==> src/sv/brf_pkg.sv <==
`timescale 1ns / 1ps
// Shared sizes, codes and helpers for the block ring FIFO.
// No dependencies; imported by brf_ctrl, brf_dpath and block_ring_fifo_core.
package brf_pkg;

    localparam int BLOCKS      = 8;
    localparam int BLOCK_BYTES = 64;

    localparam int SLOT_W = $clog2(BLOCKS);
    localparam int FILL_W = $clog2(BLOCKS + 1);
    localparam int IDX_W  = (BLOCK_BYTES > 1) ? $clog2(BLOCK_BYTES) : 1;
    localparam int ADDR_W = $clog2(BLOCKS * BLOCK_BYTES);
    localparam int DEPTH  = BLOCKS * BLOCK_BYTES;

    // Fixed field widths
    localparam int CNT_W  = 7;
    localparam int BYTE_W = 8;

    localparam logic [CNT_W-1:0] LIMIT_RESET = CNT_W'(64);
    localparam logic [CNT_W-1:0] BLOCK_CAP   = CNT_W'(BLOCK_BYTES);

    localparam logic OP_WRITE = 1'b0;
    localparam logic OP_READ  = 1'b1;

    typedef enum logic [1:0] {
        KIND_ACK   = 2'd0,
        KIND_DATA  = 2'd1,
        KIND_EMPTY = 2'd2
    } t_kind;

    // Controller -> datapath
    typedef struct packed {
        logic wr_byte;   // take one write byte
        logic rd_start;  // take a read request
        logic rd_push;   // move the fetched byte to the output register
    } t_cmd;

    // Datapath -> controller
    typedef struct packed {
        logic out_valid;
        logic ring_empty;
        logic rd_zero;   // read request would copy nothing
        logic rd_last;   // byte being pushed ends the run
    } t_status;

    function automatic logic [ADDR_W-1:0] mem_addr(input logic [SLOT_W-1:0] slot,
                                                   input logic [IDX_W-1:0]  idx);
        int a;
        a = int'(slot) * BLOCK_BYTES + int'(idx);
        return a[ADDR_W-1:0];
    endfunction

endpackage

==> src/sv/brf_ctrl.sv <==
`timescale 1ns / 1ps
// Controller for the block ring FIFO: input handshake and read sequencing.
// Depends on brf_pkg; drives brf_dpath through t_cmd.
module brf_ctrl (
    input  logic             i_clk,
    input  logic             i_rst_n,
    input  logic             i_in_valid,
    output logic             o_in_ready,
    input  logic             i_operation,
    input  logic             i_out_ready,
    input  brf_pkg::t_status i_status,
    output brf_pkg::t_cmd    o_cmd
);
    import brf_pkg::*;

    typedef enum logic {
        ST_IDLE,
        ST_RD_PUSH
    } t_state;

    t_state r_state, n_state;
    logic   w_out_free;
    logic   w_take;

    // output register can take a new result this cycle
    assign w_out_free = !i_status.out_valid || i_out_ready;
    assign o_in_ready = (r_state == ST_IDLE) && w_out_free;
    assign w_take     = i_in_valid && o_in_ready;

    always_comb begin
        n_state = r_state;
        o_cmd   = '0;
        unique case (r_state)
            ST_IDLE: begin
                if (w_take) begin
                    if (i_operation == OP_WRITE) begin
                        o_cmd.wr_byte = 1'b1;
                    end else begin
                        o_cmd.rd_start = 1'b1;
                        if (!i_status.ring_empty && !i_status.rd_zero) begin
                            n_state = ST_RD_PUSH;
                        end
                    end
                end
            end
            ST_RD_PUSH: begin
                if (w_out_free) begin
                    o_cmd.rd_push = 1'b1;
                    if (i_status.rd_last) begin
                        n_state = ST_IDLE;
                    end
                end
            end
            default: n_state = ST_IDLE;
        endcase
    end

    always_ff @(posedge i_clk) begin
        if (!i_rst_n) begin
            r_state <= ST_IDLE;
        end else begin
            r_state <= n_state;
        end
    end

endmodule

==> config.mk <==
export PLATFORM = sky130hd
export DESIGN_NAME = brf_ctrl
export DESIGN_NICKNAME = d
export VERILOG_FILES = /design/src/sv/brf_pkg.sv /design/src/sv/brf_ctrl.sv
export SDC_FILE = /design/constraint.sdc
export NUM_CORES = 1
export LEC_CHECK = 0
export BUFFER_PORTS_ARGS = -buffer_cell sky130_fd_sc_hd__buf_2
export CAP_MARGIN = 20
export CORE_AREA = 4 4 41 43
export CTS_BUF_LIST = sky130_fd_sc_hd__clkbuf_8
export DETAILED_ROUTE_END_ITERATION = 12
export DIE_AREA = 0 0 45 47
export PLACE_DENSITY = 0.3
export SYNTH_ARGS = -nofsm -noshare
export SYNTH_HDL_FRONTEND = slang
export SYNTH_SLANG_ARGS = --single-unit
==> constraint.sdc <==
create_clock -name i_clk -period 1 [get_ports i_clk]
set_clock_uncertainty 0.15 [all_clocks]
set_input_delay 0.05 -clock i_clk [delete_from_list [all_inputs] [get_ports i_clk]]
set_output_delay 0.05 -clock i_clk [all_outputs]
set_load 0.03 [all_outputs]
# After elaboration in Yosys (flattened, before gate mapping)
# Index checks and enable logic that the tools add are counted.
[op_classes]
n_reduce_logical = 7
n_mux = 12
n_bitwise = 1
[ops]
columns = ["operator", "n"]
rows = [
  ["2-to-1 mux 1 bit", 9],
  ["2-to-1 mux 2 bit", 2],
  ["logical AND 1 bit", 3],
  ["logical NOT 1 bit", 3],
  ["case mux 1 bit (2 select lines)", 1],
  ["logical OR 1 bit", 1],
  ["NOT 1 bit", 1],
]
[word_totals]
out_inout_bits = 4
reg_bits = 1
inputBits = 9
wordCells = 21

# Logic depth before layout (Yosys ltp)
# Gate-level depths: netlist of run 1.
[depth]
depth_word = 6
depth_mapped = 3
depth_no_buf = 3

# Least setup slack after synthesis of run 1
# OpenSTA, ideal clock, no wires.
[synth_path]
path_kind = "reg-to-output"
from = "register r_state"
to = "output o_cmd[2] in the netlist's numbering"
path_stages_with_launch = 2
path_buffers = 0
slack_ps = -622
t_required_ps = 800
t_arrival_ps = 1422
path_cell_list = "dfxtp_1 > nor4b_1"
[synth_rtl]
columns = ["item", "line_no", "text"]
rows = [
  ["from (decl)", "brf_ctrl.sv:21", "t_state r_state, n_state;"],
  ["from (signal assigned)", "brf_ctrl.sv:62", "r_state <= n_state;"],
  ["to (decl)", "brf_ctrl.sv:12", "output brf_pkg::t_cmd o_cmd"],
]

==> results of run 1 <==
synth_stat cells:
cell type and n:
a31o_1 1, nand2b_1 1, nand2_1 2, nor4b_1 1
and2_1 1, nor2_4 1, nor3_1 1, a21oi_1 1
nor2b_4 1, dfxtp_1 1, and3_2 1
per-stage QoR:
| step | cells | power, uW | TNS (ps) |
|---|---|---|---|
| finish | 39 | 116 | 0 |
| global route | 39 | 123 | 0 |
| CTS | 39 | 116 | 0 |
| detailed placement | 39 | 115 | -4.55 |
| global placement | 39 | 114 | 0 |
| floorplan | 12 | 84.2 | -26.9 |
cells by family (layout without fill, tap and decap cells):
kind of cell / count (synthesis) / count (layout) / share of synthesized area
AND/OR/NAND/NOR: 9 / 9 / 0.663
AO/OA/AOI/OAI: 2 / 2 / 0.137
flip-flops: 1 / 1 / 0.200
buffers and inverters: 0 / 12 / 0
layer usage:
layer  vias up  global-route usage  part of all wire
met1        57              0.0497              0.51
met2        11              0.0537              0.36
li1         67                   -                 -
met3         0             0.00383              0.13
met4         0                   0                 0
met5         -                   0                 0
path summary, 6_finish.rpt:
path	from	end	slack (ps)
setup / recovery	r_state	o_cmd[2]	30
hold / removal	i_in_valid	r_state	160
setup reg to reg	r_state	r_state	120
hold reg to reg	r_state	r_state	460
timing repair:
item                       CTS  global route
setup endpoints to repair    1             1
resized for setup            1             2
buffers inserted             0             0
report_power, final:
part / leakage (uW) / switching, uW / internal (uW)
logic: 0.0000869 / 38.0 / 34.9
registers: 0.00000858 / 1.79 / 41.9
clock network: 0 / 0 / 0
total: 0.0000955 / 39.8 / 76.7
cell type report:
type	instances	area, sq um
fillers	156	1100
multi-input cells	11	98.8
flip-flops and latches	1	21.3
well taps	15	18.8
repair buffers	12	65.1
worst max-delay path: stages (launching register included):
cell and delay [ps]:
dfxtp_2 330, nor4b_4 240, buf_4 190
==> results by group, run 1 <==
Floorplan
  • Die Width: 45 microns
  • DIE AREA: 2120 sq um
  • Core Area: 1300 sq um
  • Row cnt: 13
  • I/O Pins: 13
  • Initial Utilization: 0.0769
  • Chip height: 47 microns

Final layout
  • Area Growth Syn to Fin: 104%
  • Final net count: 35
  • # diodes: 0
  • Max reg flops: 1
  • Top Registers: r_state: 1 flops
  • Most frequent cells in the layout: buf_2 (10), nand2_1 (2), buf_4 (2)
  • Most common library cell in the layout ignoring fill and taps: buf_2
  • Finished Core Util: 0.157
  • Ratio of cells with drive above 1 in the final layout: 0.708
  • Design Area, Final: 204 sq um
  • Largest Register: r_state

Timing
  • Max Fclk: 1030 MHz
  • Final Setup Violations: 0
  • Crit share post-route: 0.970
  • Slack of the critical path: 30.4 ps
  • Worst relative slew slack: 0.881
  • Hold violation count in the final report: 0
  • Final slew viol count: 0
  • RSZ-0062 raised after global routing: false
  • Measured slew at the worst slew-check pin: 178 ps
  • Period minus WS final: 970 ps
  • Worst hold margin: 163 ps

Yosys
  • Yosys warnings: 0
  • Yosys cell types: 11
  • Sequential-to-total area share from yosys stat: 0.200
  • Mapped cell area: 100 sq um
  • Syn Inst Count: 12
  • Seq cells post-synth: 1
  • Post-synth net total: 21
  • Largest cells by area after synthesis: dfxtp_1 (20%), nor2b_4 (14%), nor2_4 (11%), a31o_1 (8.8%), nor4b_1 (8.8%)
  • Synth top area share: 0.200
  • Synth Area per Inst: 8.34 sq um
  • Cell type with the largest total area after synthesis: dfxtp_1

Placement
  • Cell area after placement: 199 sq um
  • Port bufs: 12
  • GPL Wtd Cong: 0.590
  • Pre-CTS setup slack: -4.55 ps

Power
  • Leakage power: 0.0000955 uW
  • Worst vdd ir: 0.291 mV
  • PwrDens: 571 nW/um^2

Global route
  • Initial antenna violation count: 0
  • GRT overflow: 0
  • Global-route wire length before repair: 565 microns
  • Largest net degree at the start of global routing: 5
  • Total GRT Usage: 0.0331
  • Vias in the first global route: 156

Run status
  • Status: complete, no violations

Routing
  • Final ANT Viol Nets: 0
  • Remaining DRCs: 0
  • DRT Pass-1 Iters: 1
  • Initial DRC count: 0
  • Vias: 135
  • Drt wl/cell: 8.74 microns
  • Final wirelength: 341 microns
  • Via density: 3.46

Worst setup path
  • Startpoint class of the critical path: flop
  • Worst EP arrival: 770 ps
  • R2R cell count: 2
  • Critical Path RT: 800 ps
  • Crit-path max FO: 4
  • CP endpoint kind: primary output
  • Crit path kind: reg2out

CTS
  • CTS Hold Bufs: 0
  • Clock latency on the worst-skew pair: 0 ps
  • Clk slew on worst S/H paths: 0 ps

Job
  • Max-Cap Viols: 0

Worst hold path
  • Hold depth: 2
  • Worst Hold Class: in2reg
No activity file was read; power rests on OpenSTA's default activity.
==> inputs of run 2 (changes only) <==
--- a/config.mk
+++ b/config.mk
@@ -5,7 +5,7 @@
 export SDC_FILE = /design/constraint.sdc
 export NUM_CORES = 1
 export LEC_CHECK = 0
-export BUFFER_PORTS_ARGS = -buffer_cell sky130_fd_sc_hd__buf_2
+export BUFFER_PORTS_ARGS = -buffer_cell sky130_fd_sc_hd__buf_4
 export CAP_MARGIN = 20
 export CORE_AREA = 4 4 41 43
 export CTS_BUF_LIST = sky130_fd_sc_hd__clkbuf_8
==> run 2 against run 1 <==
Compared with the run above: power up 9.0%; sequential share of layout area down 1.1 points; die area unchanged; register-to-register slack about the same; first-iteration DRC count unchanged; worst hold slack worse by 20 ps; fmax up 0.15%; largest power group unchanged.
==> results by group, run 2 (same netlist as run 1, synthesis figures left out) <==
Floorplan
  • Row cnt: 13 (unchanged)
  • I/O Pins: 13 (unchanged)
  • Core Area: 1300 sq um (unchanged)
  • Initial Utilization: 0.0769 (unchanged)
  • Die Width: 45 microns (unchanged)
  • Chip height: 47 microns (unchanged)
  • DIE AREA: 2120 sq um (unchanged)

Global route
  • Largest net degree at the start of global routing: 5 (unchanged)
  • GRT overflow: 0 (unchanged)
  • Total GRT Usage: 0.0323 (-0.000813)
  • Vias in the first global route: 142 (-9.0%)
  • Global-route wire length before repair: 552 microns (-2.3%)
  • Initial antenna violation count: 0 (unchanged)

Final layout
  • Area Growth Syn to Fin: 129%
  • Multi-input logic area: 98.8 sq um (unchanged)
  • Largest Register: r_state
  • Design Area, Final: 229 sq um (+12%)
  • Top Registers: r_state: 1 flops
  • Final net count: 35 (unchanged)
  • # fillers: 166 (+6.4%)
  • Most common library cell in the layout ignoring fill and taps: buf_4
  • # diodes: 0 (unchanged)
  • Max reg flops: 1 (unchanged)
  • Most frequent cells in the layout: buf_4 (12), nand2_1 (2)
  • Sequential Area: 21.3 sq um (unchanged)
  • Ratio of cells with drive above 1 in the final layout: 0.708 (unchanged)

Placement
  • DP HPWL: 327 microns
  • Port bufs: 12 (unchanged)
  • GPL Wtd Cong: 0.616 (+4.4%)
  • Cell area after placement: 229 sq um (+15%)
  • Pre-CTS setup slack: 26.5 ps (+31.0 ps)

Worst setup path
  • Critical Path RT: 800 ps (about the same)
  • Startpoint class of the critical path: flop
  • Critical path's largest stage delay: 330 ps (about the same)
  • CP cell instances: nor4b_4, buf_4
  • Critical Path Source: r_state
  • R2r startpoint: r_state
  • Crit path kind: reg2out
  • Critical path's top delay family: flip-flops
  • Worst path bufs/invs: 1 (unchanged)
  • CP endpoint kind: primary output
  • Worst EP arrival: 770 ps (about the same)
  • Crit-path slowest cell: dfxtp_2
  • Crit-path max FO: 4 (unchanged)

Timing
  • Final slew viol count: 0 (unchanged)
  • Period minus WS final: 968 ps (-1.48 ps)
  • Hold violation count in the final report: 0 (unchanged)
  • Worst relative slew slack: 0.881 (about the same)
  • Slack of the critical path: 31.9 ps (+1.48 ps)
  • RSZ-0062 raised after global routing: false
  • Worst hold margin: 143 ps (-20.0 ps)
  • Crit share post-route: 0.968 (-0.00148)
  • Max Fclk: 1030 MHz (+0.15%)
  • Measured slew at the worst slew-check pin: 178 ps (-0.0640 ps)
  • Final Setup Violations: 0 (unchanged)

Power
  • NetSw: 39.5 uW (-0.63%)
  • Part of the power in registers: 0.344 (-0.031)
  • Leakage power: 0.000104 uW (+8.6%)
  • Logic pwr share: 0.656 (+0.031)
  • Worst vdd ir: 0.202 mV (-30%)
  • Switching part of the total: 0.311 (-0.0301)
  • Clock share of power: 0 (unchanged)
  • PwrDens: 555 nW/um^2 (-2.9%)
  • Power Internal: 87.5 uW (+14%)

CTS
  • Post-CTS setup buffers: 0 (unchanged)
  • CTS resizes: 0 (-1)
  • Clk slew on worst S/H paths: 0 ps (unchanged)
  • CTS Hold Bufs: 0 (unchanged)
  • Clock latency on the worst-skew pair: 0 ps (unchanged)

Run status
  • Status: complete, no violations

Routing
  • Via density: 3.38 (-2.2%)
  • Final ANT Viol Nets: 0 (unchanged)
  • Met2 WL post-DR: 120 microns (-1.6%)
  • Met1 Wirelength: 173 microns (unchanged)
  • Drt wl/cell: 8.72 microns (-0.29%)
  • Final wirelength: 340 microns (-0.29%)
  • DR WL met3: 46 microns (+4.5%)
  • Max layer used: met3
  • Vias: 132 (-2.2%)
  • DRT Pass-1 Iters: 1 (unchanged)
  • Initial DRC count: 0 (unchanged)
  • Remaining DRCs: 0 (unchanged)

Job
  • Max-Cap Viols: 0 (unchanged)

Worst hold path
  • Min-Delay Startpoint: i_in_valid
  • Worst Hold Class: in2reg
## run 2: cell types whose count changed in the layout (fill, tap and decap cells not counted)
cell | before | now
buf_4 | 2 | 12
buf_2 | 10 | 0
## run 2: power by group through the flow
stage	clock [uW]	sequential [uW]	combinational, uW
floorplan	0	43.4	40.8
global placement	0	43.6	84.7
detailed placement	0	43.7	84.8
CTS	0	43.7	85.1
global route	0	43.8	89.0
finish	0	43.7	83.3
## run 2: final cells by class
cell class,count,share of cell area
well taps,15,0.0820
flip-flops and latches,1,0.0929
multi-input cells,11,0.432
repair buffers,12,0.393
## run 2: worst paths after layout
path         cells after the start       end  slack (ps)
max reg2reg                      2   r_state         120
max                              2  o_cmd[2]          30
min reg2reg                      2   r_state         460
min                              2   r_state         140
## run 2: stage by stage
step	cells	setup TNS (ps)	util	total power, uW
after floorplan	12	-26.9	-	84.2
after detailed placement	39	0	0.176	128
after global routing	39	0	0.176	133
final	39	0	0.176	127
after global placement	39	0	0.176	128
after CTS	39	0	0.176	129
## run 2: worst register-to-register path, cell delays in order, from the launching register on
cell	delay (ps)
dfxtp_2	370
nor2_4	50
a31o_1	190
## run 2: per-layer routing
layer  up-vias  track usage
met3         0      0.00383
met5         -            0
li1         67            -
met4         0            0
met2        11       0.0508
met1        54       0.0495
